### src/rtl/fwcrc_pkg.sv
// ----------------------------------------------------------------------------
// fwcrc_pkg: shared constants and functions for the image header/CRC checker
// Header layout, CRC32 constants, verdict codes, register map and the
// byte-wide reflected CRC32 update.
// ----------------------------------------------------------------------------
package fwcrc_pkg;

    // Bytes from the image start to the first code byte
    localparam int unsigned HEADER_BYTES = 256;

    localparam logic [31:0] CRC_POLY    = 32'hEDB8_8320;
    localparam logic [31:0] CRC_SEED    = 32'h0D00_0721;
    localparam logic [31:0] ALL_ONES    = 32'hFFFF_FFFF;
    localparam logic [31:0] CRC_INIT    = CRC_SEED ^ ALL_ONES;
    localparam logic [31:0] HDR_VERSION = 32'd1;

    // Offset of the last byte of each little-endian header word
    localparam logic [3:0] SIG_END = 4'd3;
    localparam logic [3:0] LEN_END = 4'd7;
    localparam logic [3:0] CRC_END = 4'd11;
    localparam logic [3:0] VER_END = 4'd15;

    // Last header byte offset, as a 32-bit counter value
    localparam logic [31:0] HDR_LAST = 32'(HEADER_BYTES - 1);

    typedef enum logic [2:0] {
        RSN_OK      = 3'd0,
        RSN_SIG     = 3'd1,
        RSN_LENGTH  = 3'd2,
        RSN_VERSION = 3'd3,
        RSN_CRC     = 3'd4
    } t_reason;

    // APB register map (word index taken from paddr[2])
    localparam int unsigned ADDR_W = 3;
    localparam logic REG_SIG    = 1'b0;
    localparam logic REG_MAXLEN = 1'b1;

    localparam logic [31:0] MAXLEN_RESET = ALL_ONES;

    // One byte of reflected CRC32, LSB first
    function automatic logic [31:0] crc_byte(input logic [31:0] acc_in,
                                             input logic [7:0]  b);
        logic [31:0] acc;
        acc = acc_in ^ {24'd0, b};
        for (int k = 0; k < 8; k++) begin
            if (acc[0]) begin
                acc = (acc >> 1) ^ CRC_POLY;
            end else begin
                acc = acc >> 1;
            end
        end
        return acc;
    endfunction

endpackage

### src/rtl/firmware_image_header_crc_checker_unit.sv
// ----------------------------------------------------------------------------
// firmware_image_header_crc_checker_unit: image header and CRC32 verifier
// Streams an image byte by byte, checks its header words and the CRC over
// the code area, and emits one verdict transaction per image.
// ----------------------------------------------------------------------------
// Usage:
//   Slave stream: one image byte per transaction in s_tdata[7:0]; s_tuser[0]
//   marks the first byte of an image and restarts checking at once, dropping
//   any check in progress. Bytes outside an image are ignored.
//   Master stream: one verdict transaction per image, when a header check
//   fails or after the last code byte: m_tuser = {fail_reason, image_valid},
//   m_tdata = computed CRC (zero for header failures).
//   APB: register 0 expected signature, register 1 max code length; write
//   only while the stream is idle. pready is tied high.
// Throughput and pipeline:
//   One byte per cycle while no verdict is waiting on m_tready. A byte is
//   held in the input register, then processed by a byte-wide CRC and a 32-bit
//   count/compare; its verdict is loaded into the result register behind m_tvalid.
// Reset:
//   Synchronous, active low; no verdict pending, checker waits for a first
//   byte, registers at their defaults.
// Stall:
//   While a verdict waits on m_tready, one more byte is taken into the input
//   register; then s_tready drops until the verdict transaction completes.
// ----------------------------------------------------------------------------
module firmware_image_header_crc_checker_unit (
    input  logic                         i_clk,
    input  logic                         i_rst_n,
    // slave stream
    input  logic                         s_tvalid,
    output logic                         s_tready,
    input  logic [7:0]                   s_tdata,   // [7:0] data_byte
    input  logic [0:0]                   s_tuser,   // [0] first
    // master stream
    output logic                         m_tvalid,
    input  logic                         m_tready,
    output logic [31:0]                  m_tdata,   // [31:0] computed_crc
    output logic [3:0]                   m_tuser,   // [0] image_valid, [3:1] fail_reason
    // APB configuration
    input  logic                         psel,
    input  logic                         penable,
    input  logic                         pwrite,
    input  logic [fwcrc_pkg::ADDR_W-1:0] paddr,
    input  logic [31:0]                  pwdata,
    output logic [31:0]                  prdata,
    output logic                         pready
);

    typedef enum logic [1:0] {
        PH_IDLE   = 2'd0,
        PH_HEADER = 2'd1,
        PH_CODE   = 2'd2
    } t_phase;

    // configuration
    logic [31:0] r_exp_sig;
    logic [31:0] r_max_len;

    // input register
    logic        r_in_valid;
    logic [7:0]  r_in_byte;
    logic        r_in_first;

    // checker state
    t_phase      r_phase,     n_phase;
    logic [31:0] r_offset,    n_offset;
    logic [31:0] r_shift,     n_shift;
    logic [31:0] r_code_len,  n_code_len;
    logic [31:0] r_exp_crc,   n_exp_crc;
    logic [31:0] r_crc,       n_crc;

    // result register
    logic                 r_out_valid;
    logic                 r_out_ok;
    fwcrc_pkg::t_reason   r_out_reason;
    logic [31:0]          r_out_crc;

    logic                 n_verdict;
    logic                 n_ok;
    fwcrc_pkg::t_reason   n_reason;
    logic [31:0]          n_res_crc;

    logic        w_proc;
    logic        w_cfg_wr;

    // working values after a possible restart
    t_phase      v_phase;
    logic [31:0] v_offset;
    logic [31:0] v_shift;
    logic [31:0] v_crc;
    logic [31:0] v_next_off;
    logic [31:0] v_crc_new;
    logic [31:0] v_fin;

    assign w_proc   = r_in_valid && (!r_out_valid || m_tready);
    assign s_tready = !r_in_valid || w_proc;

    assign m_tvalid = r_out_valid;
    assign m_tdata  = r_out_crc;
    assign m_tuser  = {r_out_reason, r_out_ok};

    assign pready   = 1'b1;
    assign w_cfg_wr = psel && penable && pwrite && pready;
    assign prdata   = (paddr[2] == fwcrc_pkg::REG_MAXLEN) ? r_max_len : r_exp_sig;

    always_comb begin
        n_phase    = r_phase;
        n_offset   = r_offset;
        n_shift    = r_shift;
        n_code_len = r_code_len;
        n_exp_crc  = r_exp_crc;
        n_crc      = r_crc;
        n_verdict  = 1'b0;
        n_ok       = 1'b0;
        n_reason   = fwcrc_pkg::RSN_OK;
        n_res_crc  = 32'd0;

        v_phase    = r_in_first ? PH_HEADER : r_phase;
        v_offset   = r_in_first ? 32'd0 : r_offset;
        v_shift    = r_in_first ? 32'd0 : r_shift;
        v_crc      = r_in_first ? fwcrc_pkg::CRC_INIT : r_crc;
        v_next_off = v_offset + 32'd1;
        v_crc_new  = fwcrc_pkg::crc_byte(v_crc, r_in_byte);
        v_fin      = v_crc_new ^ fwcrc_pkg::ALL_ONES;

        if (w_proc) begin
            n_phase  = v_phase;
            n_offset = v_offset;
            n_shift  = v_shift;
            n_crc    = v_crc;
            case (v_phase)
                PH_HEADER: begin
                    if (v_offset[31:4] == 28'd0) begin
                        n_shift = {r_in_byte, v_shift[31:8]};
                        case (v_offset[3:0])
                            fwcrc_pkg::SIG_END: begin
                                if (n_shift != r_exp_sig) begin
                                    n_verdict = 1'b1;
                                    n_reason  = fwcrc_pkg::RSN_SIG;
                                end
                            end
                            fwcrc_pkg::LEN_END: begin
                                n_code_len = n_shift;
                                if (n_shift == 32'd0 || n_shift > r_max_len) begin
                                    n_verdict = 1'b1;
                                    n_reason  = fwcrc_pkg::RSN_LENGTH;
                                end
                            end
                            fwcrc_pkg::CRC_END: begin
                                n_exp_crc = n_shift;
                            end
                            fwcrc_pkg::VER_END: begin
                                if (n_shift != fwcrc_pkg::HDR_VERSION) begin
                                    n_verdict = 1'b1;
                                    n_reason  = fwcrc_pkg::RSN_VERSION;
                                end
                            end
                            default: ;
                        endcase
                    end
                    if (n_verdict) begin
                        n_phase = PH_IDLE;
                    end else if (v_offset == fwcrc_pkg::HDR_LAST) begin
                        n_phase  = PH_CODE;
                        n_offset = 32'd0;
                    end else begin
                        n_offset = v_next_off;
                    end
                end
                PH_CODE: begin
                    n_crc    = v_crc_new;
                    n_offset = v_next_off;
                    // last code byte: compare against the header CRC
                    if (v_next_off >= r_code_len) begin
                        n_verdict = 1'b1;
                        n_phase   = PH_IDLE;
                        n_res_crc = v_fin;
                        if (v_fin == r_exp_crc) begin
                            n_ok     = 1'b1;
                            n_reason = fwcrc_pkg::RSN_OK;
                        end else begin
                            n_reason = fwcrc_pkg::RSN_CRC;
                        end
                    end
                end
                default: ;
            endcase
        end
    end

    always_ff @(posedge i_clk) begin
        if (!i_rst_n) begin
            r_exp_sig    <= 32'd0;
            r_max_len    <= fwcrc_pkg::MAXLEN_RESET;
            r_in_valid   <= 1'b0;
            r_in_byte    <= 8'd0;
            r_in_first   <= 1'b0;
            r_phase      <= PH_IDLE;
            r_offset     <= 32'd0;
            r_shift      <= 32'd0;
            r_code_len   <= 32'd0;
            r_exp_crc    <= 32'd0;
            r_crc        <= fwcrc_pkg::CRC_INIT;
            r_out_valid  <= 1'b0;
            r_out_ok     <= 1'b0;
            r_out_reason <= fwcrc_pkg::RSN_OK;
            r_out_crc    <= 32'd0;
        end else begin
            if (w_cfg_wr) begin
                if (paddr[2] == fwcrc_pkg::REG_MAXLEN) begin
                    r_max_len <= pwdata;
                end else begin
                    r_exp_sig <= pwdata;
                end
            end

            if (s_tvalid && s_tready) begin
                r_in_valid <= 1'b1;
                r_in_byte  <= s_tdata;
                r_in_first <= s_tuser[0];
            end else if (w_proc) begin
                r_in_valid <= 1'b0;
            end

            r_phase    <= n_phase;
            r_offset   <= n_offset;
            r_shift    <= n_shift;
            r_code_len <= n_code_len;
            r_exp_crc  <= n_exp_crc;
            r_crc      <= n_crc;

            // load a verdict, else drop the one the receiver took
            if (w_proc && n_verdict) begin
                r_out_valid  <= 1'b1;
                r_out_ok     <= n_ok;
                r_out_reason <= n_reason;
                r_out_crc    <= n_res_crc;
            end else if (m_tready) begin
                r_out_valid  <= 1'b0;
            end
        end
    end

    a_verdict_from_byte: assert property (@(posedge i_clk) disable iff (!i_rst_n)
        $rose(r_out_valid) |-> $past(w_proc))
        else $error("verdict appeared without a processed byte");

    a_ok_means_valid: assert property (@(posedge i_clk) disable iff (!i_rst_n)
        r_out_valid && r_out_ok |-> r_out_reason == fwcrc_pkg::RSN_OK)
        else $error("valid image with a failure reason");

    a_header_fail_crc_zero: assert property (@(posedge i_clk) disable iff (!i_rst_n)
        r_out_valid && (r_out_reason == fwcrc_pkg::RSN_SIG ||
                        r_out_reason == fwcrc_pkg::RSN_LENGTH ||
                        r_out_reason == fwcrc_pkg::RSN_VERSION) |-> r_out_crc == 32'd0)
        else $error("header failure carries a nonzero CRC");

    a_idle_after_verdict: assert property (@(posedge i_clk) disable iff (!i_rst_n)
        w_proc && n_verdict |=> r_phase == PH_IDLE)
        else $error("checker not idle after a verdict");

    a_stall_needs_full_input: assert property (@(posedge i_clk) disable iff (!i_rst_n)
        !s_tready |-> r_in_valid && r_out_valid && !m_tready)
        else $error("input stalled with no pending work");

endmodule

### config.mk
export PLATFORM = sky130hd
export DESIGN_NAME = firmware_image_header_crc_checker_unit
export DESIGN_NICKNAME = d
export VERILOG_FILES = /design/src/rtl/fwcrc_pkg.sv /design/src/rtl/firmware_image_header_crc_checker_unit.sv
export SDC_FILE = /design/constraint.sdc
export NUM_CORES = 1
export LEC_CHECK = 0
export ABC_AREA = 1
export BUFFER_PORTS_ARGS = -buffer_cell sky130_fd_sc_hd__buf_4
export CORE_MARGIN = 3
export CORE_UTILIZATION = 40
export DETAILED_ROUTE_END_ITERATION = 6
export PLACE_DENSITY = 0.54
export SETUP_SLACK_MARGIN = 0.1
export SLEW_MARGIN = 5
export SYNTH_ARGS = -nofsm -noshare
export SYNTH_HDL_FRONTEND = slang
export SYNTH_SLANG_ARGS = --single-unit
export TNS_END_PERCENT = 30
### constraint.sdc
create_clock -name i_clk -period 6.1 [get_ports i_clk]
set_input_delay 0.305 -clock i_clk [delete_from_list [all_inputs] [get_ports i_clk]]
set_output_delay 0.305 -clock i_clk [all_outputs]
set_load 0.03 [all_outputs]
==> impl_metrics.tcl, run 1 <==
set metrics [dict create \
    status "complete, but fails checks" \
    violations "design-rule violations" \
    via_per_inst 5.33 \
    combPwrFrac_pct 19.7 \
    numPortBuffers 118 \
    wl_met3_um 3910 \
    tightest_slew_ns 0.910 \
    cp_slowest_cell "nand2_2" \
    antenna_found_initial 1 \
    area_growth_pct 15.8 \
    path_clk_slew_ns 0.06 \
    crit_cells 26 \
    synth_nets 2706 \
    crit_fanout 37 \
    grt_pass1_wl_um 89600 \
    end_kind "flip-flop" \
    cts.sinks 265 \
    ys_seq_area_share_pct 32.3 \
    synth_top_area_share_pct 32.3 \
    first_iter_violations 1575 \
    drc 8 \
    peakVddDrop_uv 190 \
    die_w_um 209 \
    overflow 0 \
    hpwl_um 41800 \
    synth_top_cell_by_area "dfxtp_1" \
    top_layer_used "met4" \
    finalWirelength_um 58200 \
    setup_viol 0 \
    critPathKind "flip-flop to flip-flop" \
    cts_setup_buffers 0 \
    rr_worst_depth 26 \
    crit_path_start_kind "flip-flop" \
    coreArea_mm2 0.0402 \
    setup-tns-final_ns 0 \
    synth-edff-count 0 \
    grt_pass1_vias 15500 \
    fmax_mhz 196 \
    seqPwrFrac_pct 37.3 \
    cts_tree "yes" \
    ant_nets 0 \
    ys_ff_latch 265 \
    core.rowCount 73 \
    wl_met2_um 24900 \
    pwr-share-clk_pct 43.0 \
    synth_cell_types 49 \
    hold_violations 0 \
    pwr_density_cell_mw_per_mm2 256 \
    clock_latency_ns 0.54 \
    yosysMostFrequentCell "nand2_1" \
    cp_num_buf_inv 3 \
    cts.repair.resized 0 \
    cp_data_required_time_ns 6.49 \
    synth_flop_cell "dfxtp_1" \
    holdWs_ns 0.0619 \
    finalPower_mw 4.87 \
    routabilityCongestion 0.940 \
    post-route-period-util_pct 83.4 \
    nets 2782 \
    rsz0062_at_grt "false" \
    synth_common_cells "nand2_1 (701), a21oi_1 (316), inv_1 (270)" \
    hp-class "input port to flip-flop" \
    p_sw_share_pct 31.7 \
    multi_input_comb_area_mm2 0.00942 \
    dieArea_mm2 0.0435 \
    yosys-top-cells-area "dfxtp_1 (32%), nand2_1 (16%), a21oi_1 (9.6%)" \
    start_util_pct 40.9 \
    first_pass_iters 7 \
    avgSynthCellArea_um2 6.35 \
    period_minus_slack_ns 5.09 \
    cts_hold_buf 32 \
    layout-drive-gt1-share_pct 10.3 \
    clk_path_buf_depth 3 \
    htreeDepth 2 \
    gr-usage-all-layers_pct 25.8 \
    crit_family "simple AND/OR/NAND/NOR gates" \
    synthArstFlopShare_pct 0 \
    clock_skew_ns 0.0199 \
    syn_inst 2588 \
    relSlewSlack_pct 39.3 \
    slew_violations 0 \
    cts_buffers 34 \
    holdPathStages 3 \
    yosysWarnings 0 \
    leakage_nw 8.74 \
    io_pins 122 \
    intPower_mw 3.33 \
    clockRootBuffer "clkbuf_16" \
    switchingPower_mw 1.55 \
    num_antenna_cells 0 \
    wl_met1_um 27500 \
    grt_max_degree 80 \
    register_area_mm2 0.00531 \
    via_count 17100 \
    fin_area_mm2 0.0190 \
    synth_area_mm2 0.0164 \
    die_h_um 209 \
    drv_cap 0 \
    place_area_mm2 0.0176 \
    fillers 4205 \
    wire_per_inst_um 18.1 \
    max_stage_delay_ns 0.35 \
    critPathArrivalTime_ns 5.48 \
]
-- power groups by stage --
stage	Clock (mW)	Sequential (mW)	Combinational (mW)
after floorplan	0	1.84	0.637
after global placement	0	1.85	0.921
after detailed placement	0	1.85	0.927
after CTS	2.14	1.82	0.946
after global routing	2.21	1.82	1.06
final	2.10	1.82	0.958
-- flip-flops by register name, summed over array words and instances, names as in the netlist --
name / flops
r_in_byte: 8
m_tvalid: 1
r_offset: 32
r_in_first: 1
r_max_len: 32
r_shift: 24
m_tdata: 32
r_in_valid: 1
r_phase: 2
r_crc: 32
r_out_reason: 3
r_exp_sig: 32
r_out_ok: 1
r_exp_crc: 32
r_code_len: 32
-- through the flow --
stage          instances  utilization (%)  worst slack (ns)
3_5_place_dp        3121             43.7              1.15
2_1_floorplan       2588                -              1.77
6_report            3214             47.3              1.01
3_3_place_gp        3121             43.7              1.14
5_1_grt             3214             47.3             0.492
4_1_cts             3214             47.3              1.11
-- placed cells by master (no fill, tap or decap), drive strengths merged, types with 52 or more instances in the layout --
cell type	netlist	final
nand2	731	731
a21oi	317	317
inv	290	290
o21ai	284	284
dfxtp	265	265
nor2	201	201
buf	38	142
nand3	120	120
ha	67	67
clkbuf	96	52
-- cell type report --
class	instances	share of cell area (%)
timing repair buffer	174	7.29
multi-input combinational	1895	49.5
tap	525	3.45
inverter	294	5.81
sequential	265	27.9
clock buffer	52	5.53
clock inverter	9	0.526
-- tightest hold or removal path: cells and delay by family --
kind | cells | cell delay (ns)
compound gates | 2 | 0.17
buf+inv | 1 | 0.07
-- cells by family after synthesis --
family / after synthesis / share of synthesized area, %
AOI/OAI and AO/OA: 646 / 20.4
xor gates and xnor gates: 51 / 2.72
adders and majority gates: 67 / 5.10
buffers and inverters: 428 / 10.5
DFF: 265 / 32.3
other: 1 / 0.0228
and+or+nand+nor: 1130 / 28.9
-- metal layers --
layer,vias to the layer above,global-route usage [%]
met5,-,0
met4,0,8.34
li1,8574,-
met1,7927,37.3
met2,510,39.5
met3,109,4.02
-- final timing paths --
kind / from / endpoint / slack (ns)
min reg2reg: r_shift[31]$_SDFFE_PN0P_ / r_shift[31]$_SDFFE_PN0P_ / 0.46
max: r_offset[0]$_SDFFE_PN0P_ / r_out_reason[0]$_SDFFE_PN0P_ / 1.01
min: s_tdata[7] / r_in_byte[7]$_SDFFE_PN0P_ / 0.06
max reg2reg: r_offset[0]$_SDFFE_PN0P_ / r_out_reason[0]$_SDFFE_PN0P_ / 1.01
Note: power is estimated with default switching activity, not from simulation.
==> run 2, diff against run 1 <==
--- a/config.mk
+++ b/config.mk
@@ -10,7 +10,7 @@
 export CORE_MARGIN = 3
 export CORE_UTILIZATION = 40
 export DETAILED_ROUTE_END_ITERATION = 6
-export PLACE_DENSITY = 0.54
+export PLACE_DENSITY = 0.56
 export SETUP_SLACK_MARGIN = 0.1
 export SLEW_MARGIN = 5
 export SYNTH_ARGS = -nofsm -noshare
==> constraint.sdc (replaced) <==
create_clock -name i_clk -period 4.65 [get_ports i_clk]
set_input_delay 0.2325 -clock i_clk [delete_from_list [all_inputs] [get_ports i_clk]]
set_output_delay 0.2325 -clock i_clk [all_outputs]
set_load 0.03 [all_outputs]
==> run 2 against run 1 <==
  * The run now ends clean
  * Sequential cell count unchanged
  * Clock power up 8%
  * Non-clock buffer count up 13
  * Via count up 0.46%
  * Total power up 21%
  * Clock skew up 0.0042 ns
  * Final area down 0.26%
  * Critical path depth up 1
  * Register-to-register slack worse by 0.53 ns
  * Fmax up 22%
  * Critical path type unchanged
  * Largest power group is now registers
==> impl_metrics.tcl, run 2 (synthesized netlist as in run 1, its figures left out) <==
set metrics [dict create \
    status "complete, no violations" \
    die_w_um 209 \
    area_growth_pct 15.5 \
    setup_viol 0 \
    coreArea_mm2 0.0402 \
    wl_met3_um 3510 \
    critPathKind "flip-flop to flip-flop" \
    leakage_nw 8.68 \
    cts_buffers 31 \
    first_iter_violations 1481 \
    hp-start "penable" \
    end_kind "flip-flop" \
    ant_nets 0 \
    numPortBuffers 118 \
    fmax_mhz 240 \
    grt_pass1_vias 15900 \
    layout_commonest_cell "nand2_1" \
    io_pins 122 \
    gr-usage-all-layers_pct 25.6 \
    critPathLaunch "r_in_first$_SDFFE_PN0P_" \
    htreeDepth 1 \
    core.rowCount 73 \
    hp-class "input port to flip-flop" \
    setup-tns-final_ns 0 \
    crit_path_start_kind "flip-flop" \
    relSlewSlack_pct 42.7 \
    fillers 4225 \
    via_per_inst 5.34 \
    routabilityCongestion 0.916 \
    dieArea_mm2 0.0435 \
    pwr_density_cell_mw_per_mm2 312 \
    via_count 17200 \
    finalWirelength_um 57400 \
    layout-drive-gt1-share_pct 10.1 \
    clockRootBuffer "clkbuf_16" \
    rr_startpoint "r_in_first$_SDFFE_PN0P_" \
    path_clk_slew_ns 0.06 \
    rrSetupSlack_ns 0.48 \
    num_antenna_cells 0 \
    overflow 0 \
    post-route-period-util_pct 89.7 \
    clock_skew_ns 0.0241 \
    crit_fanout 13 \
    grt_pass1_wl_um 90400 \
    nets 2792 \
    slew_violations 0 \
    drv_cap 0 \
    tightest_slew_ns 0.860 \
    grt_max_degree 86 \
    cp_data_required_time_ns 5.15 \
    rsz0062_at_grt "false" \
    first_pass_iters 5 \
    critPathArrivalTime_ns 4.68 \
    start_util_pct 40.9 \
    cts_tree "yes" \
    period_minus_slack_ns 4.17 \
    peakVddDrop_uv 284 \
    drc 0 \
    wl_met2_um 25900 \
    r2r_end "m_tdata[15]$_SDFFE_PN0P_" \
    antenna_found_initial 0 \
    mostFrequentLayoutCells "nand2_1 (700), a21oi_1 (316), inv_1 (269)" \
    hpwl_um 40800 \
    holdWs_ns 0.0971 \
    top_layer_used "met4" \
    wl_met1_um 26700 \
    clk_path_buf_depth 3 \
    die_h_um 209 \
    cp-endpoint "m_tdata[15]$_SDFFE_PN0P_" \
    wire_per_inst_um 17.8 \
    rr_worst_depth 27 \
    hold_violations 0 \
    cts.sinks 265 \
    clock_latency_ns 0.59 \
]
[run 2: worst max-delay path, cell delays in order (launching register included)]
cell	delay, ns
dfxtp_2	0.35
inv_2	0.07
nand2_2	0.08
inv_1	0.11
ha_1	0.20
nand2_1	0.13
nor2_4	0.16
nand2_1	0.13
nor2_4	0.16
nand2_2	0.10
nor2_4	0.13
nand2_2	0.09
nor2_1	0.12
xor2_1	0.15
inv_1	0.08
ha_1	0.27
nand2_1	0.06
nor2_1	0.14
nand4_1	0.12
nor4_2	0.29
nand4_1	0.15
nand3_2	0.14
nand2_1	0.10
buf_6	0.20
nor3_2	0.16
buf_2	0.22
nand2_1	0.08
a21oi_1	0.11
[run 2: what timing repair did]
item                                   CTS  global route
gates resized for setup                  0            13
hold buffers                            42             0
buffers inserted                         0             2
endpoints found under the hold margin   74             0
setup endpoints to repair                0            37
[run 2: how the worst min path moves through the flow]
stage | to | slack, ns | depth (start not counted)
after detailed placement | r_phase[0]$_SDFFE_PN0P_ | 0.46 | 2
after global routing | r_max_len[0]$_SDFFE_PN1P_ | 0.12 | 4
after CTS | r_max_len[0]$_SDFFE_PN1P_ | 0.07 | 4
final | r_max_len[0]$_SDFFE_PN1P_ | 0.1 | 4
after global placement | r_exp_crc[30]$_SDFFE_PN0P_ | 0.45 | 2
after floorplan | r_max_len[0]$_SDFFE_PN1P_ | 0.36 | 2
[run 2: power by group]
part,internal (mW),switching [mW]
sequential,2.33,0.0541
combinational,0.369,0.894
clock,1.26,1.01
total,3.96,1.96
[run 2: area by class of cell]
type | instances | area, µm² | area share [%]
well taps | 525 | 657 | 3.46
clock inverters | 8 | 51.3 | 0.270
inverters | 294 | 1110 | 5.83
clock buffers | 44 | 855 | 4.50
multi-input cells | 1895 | 9470 | 49.9
flip-flops and latches | 265 | 5310 | 28.0
repair buffers | 187 | 1530 | 8.08
[run 2: metrics by stage]
step                instance area [µm²]  setup slack [ns]  utilization, %  total power, mW  std cells
floorplan                         16400             0.319               -             3.25       2588
global placement                  17500             0.417            43.7             3.63       3120
detailed placement                17500             0.281            43.7             3.64       3120
CTS                               18900             0.274            47.0             5.94       3214
global route                      19000            0.0968            47.2             6.20       3218
finish                            19000             0.479            47.2             5.92       3218
[run 2: metal layers]
layer	global-route usage (%)	vias to the layer above
met5	0	-
met2	42.0	541
met3	2.87	82
met4	5.89	0
met1	36.2	7972
li1	-	8604
==> run 3, diff against run 2 <==
--- a/config.mk
+++ b/config.mk
@@ -8,9 +8,9 @@
 export ABC_AREA = 1
 export BUFFER_PORTS_ARGS = -buffer_cell sky130_fd_sc_hd__buf_4
 export CORE_MARGIN = 3
-export CORE_UTILIZATION = 40
+export CORE_UTILIZATION = 56
 export DETAILED_ROUTE_END_ITERATION = 6
-export PLACE_DENSITY = 0.56
+export PLACE_DENSITY = 0.75
 export SETUP_SLACK_MARGIN = 0.1
 export SLEW_MARGIN = 5
 export SYNTH_ARGS = -nofsm -noshare
==> run 3 against run 2 <==
  * Register-to-register slack got worse by 0.15 ns
  * Worst setup slack got worse by 0.15 ns
  * Final cell count decreased by 4.3%
  * Non-clock buffer count increased by 3
  * Via count increased by 3.5%
  * Fmax decreased by 3.4%
  * Largest power group unchanged
  * Total power increased by 1.5%
  * Utilization increased by 18 points
  * Largest cell class unchanged
  * Critical path type unchanged
  * Die area decreased by 28%
==> impl_metrics.tcl, run 3 (synthesized netlist as in run 1, its figures left out) <==
set metrics [dict create \
    hold_violations 0 \
    layout-drive-gt1-share_pct 10.4 \
    dp_cells 2985 \
    relSlewSlack_pct 16.1 \
    critPathKind "flip-flop to flip-flop" \
    pwr_density_cell_mw_per_mm2 319 \
    num_antenna_cells 0 \
    cts.sinks 265 \
    clk_path_buf_depth 3 \
    drc 0 \
    status "complete, no violations" \
    ant_nets 0 \
    dieArea_mm2 0.0314 \
    final_util_pct 65.5 \
    rr_startpoint "r_in_first$_SDFFE_PN0P_" \
    coreArea_mm2 0.0288 \
    cpMostUsedCell "nand2_2" \
    via_count 17800 \
    post-route-period-util_pct 92.8 \
    holdPathStages 4 \
    rsz0062_at_grt "false" \
    start_util_pct 57.1 \
    io_pins 122 \
    overflow 0 \
    grt_max_degree 86 \
    hpwl_um 38500 \
    holdWs_ns 0.0128 \
    clockRootBuffer "clkbuf_16" \
    nets 2794 \
    hp-class "input port to flip-flop" \
    leakage_nw 8.72 \
    clock_latency_ns 0.58 \
    rrSetupSlack_ns 0.33 \
    cts_buffers 30 \
    die_h_um 177 \
    area_growth_pct 14.7 \
    intPower_mw 4.07 \
    first_iter_violations 2095 \
    mostFrequentLayoutCells "nand2_1 (699), a21oi_1 (316), inv_1 (268)" \
    peakVddDrop_uv 274 \
    first_pass_iters 7 \
    numPortBuffers 118 \
    cp_data_required_time_ns 5.07 \
    clock_skew_ns 0.0192 \
    cts_tree "yes" \
    hp-start "m_tready" \
    die_w_um 177 \
    combPwrFrac_pct 21.1 \
    gr-usage-all-layers_pct 33.6 \
    fmax_mhz 232 \
    critPathArrivalTime_ns 4.74 \
    finalWirelength_um 54800 \
    grt_pass1_wl_um 85000 \
    setup_viol 0 \
    crit_fanout 37 \
    routabilityCongestion 0.979 \
    htreeDepth 1 \
    max_stage_delay_ns 0.38 \
    path_clk_slew_ns 0.06 \
    switchingPower_mw 1.94 \
    drv_cap 0 \
    seqPwrFrac_pct 39.7 \
    period_minus_slack_ns 4.32 \
    setup-tns-final_ns 0 \
    end_kind "flip-flop" \
    p_sw_share_pct 32.3 \
    r2r_end "r_out_reason[0]$_SDFFE_PN0P_" \
    antenna_found_initial 0 \
    tightest_slew_ns 1.26 \
    layout.cells.non_filler 3079 \
    slew_violations 0 \
    crit_path_start_kind "flip-flop" \
    pwr-share-clk_pct 39.2 \
    rr_worst_depth 26 \
    holdPathEnd "m_tvalid$_SDFFE_PN0P_" \
    wire_per_inst_um 17.8 \
    core.rowCount 62 \
    via_per_inst 5.78 \
    layout_commonest_cell "nand2_1" \
    cp_slowest_cell "dfxtp_2" \
    grt_pass1_vias 15600 \
]
run 3: through the flow:
step	total power [mW]	cell area [µm²]	setup WS, ns
final	6.01	18800	0.333
after global routing	6.21	18800	0.0143
after CTS	5.98	18800	0.152
after detailed placement	3.63	17400	0.189
after global placement	3.60	17400	0.320
after floorplan	3.25	16400	0.319
run 3: layout make-up:
| class | instances | area [µm²] |
|---|---|---|
| clock buffers | 43 | 891 |
| clock inverters | 8 | 67.6 |
| flip-flops and latches | 265 | 5310 |
| repair buffers | 190 | 1530 |
| inverters | 294 | 1110 |
| well taps | 384 | 480 |
| multi-input cells | 1895 | 9460 |
| fillers | 2623 | 9940 |
run 3: power groups by stage:
stage          Clock [mW]  Combinational, mW  Sequential, mW
2_1_floorplan           0              0.836            2.41
3_3_place_gp            0               1.17            2.43
3_5_place_dp            0               1.19            2.43
4_1_cts              2.37               1.23            2.38
5_1_grt              2.44               1.38            2.39
6_report             2.35               1.27            2.39
run 3: worst max path at each step:
stage,start,endpoint,slack (ns),cells past startpoint
floorplan,r_in_first$_SDFFE_PN0P_,m_tdata[6]$_SDFFE_PN0P_,0.32,27
global placement,r_in_first$_SDFFE_PN0P_,r_out_reason[0]$_SDFFE_PN0P_,0.32,26
detailed placement,r_in_first$_SDFFE_PN0P_,r_out_reason[0]$_SDFFE_PN0P_,0.19,26
CTS,r_in_first$_SDFFE_PN0P_,r_out_reason[0]$_SDFFE_PN0P_,0.15,26
global route,r_in_first$_SDFFE_PN0P_,r_out_reason[0]$_SDFFE_PN0P_,0.01,26
finish,r_in_first$_SDFFE_PN0P_,r_out_reason[0]$_SDFFE_PN0P_,0.33,26
run 3: critical path: cells and delay by family (launching register included):
family,cells,cell delay [ns]
simple gates,19,2.66
fa+ha+maj,2,0.46
flops,1,0.38
buf+inv,3,0.28
compound gates,1,0.22
xor+xnor,1,0.15
run 3: layer usage:
layer	part of all wire (%)	global-route usage [%]	vias to the layer above
met5	0	0	-
met4	2.5	8.64	0
met3	9.8	5.39	96
met2	44	52.7	900
met1	44	48.2	8201
li1	-	-	8601
run 3: what timing repair did:
item	CTS	global route
gates resized for setup	0	11
endpoints found under the hold margin	72	0
setup endpoints to repair	0	37
buffers inserted	0	3
hold buffers	40	0
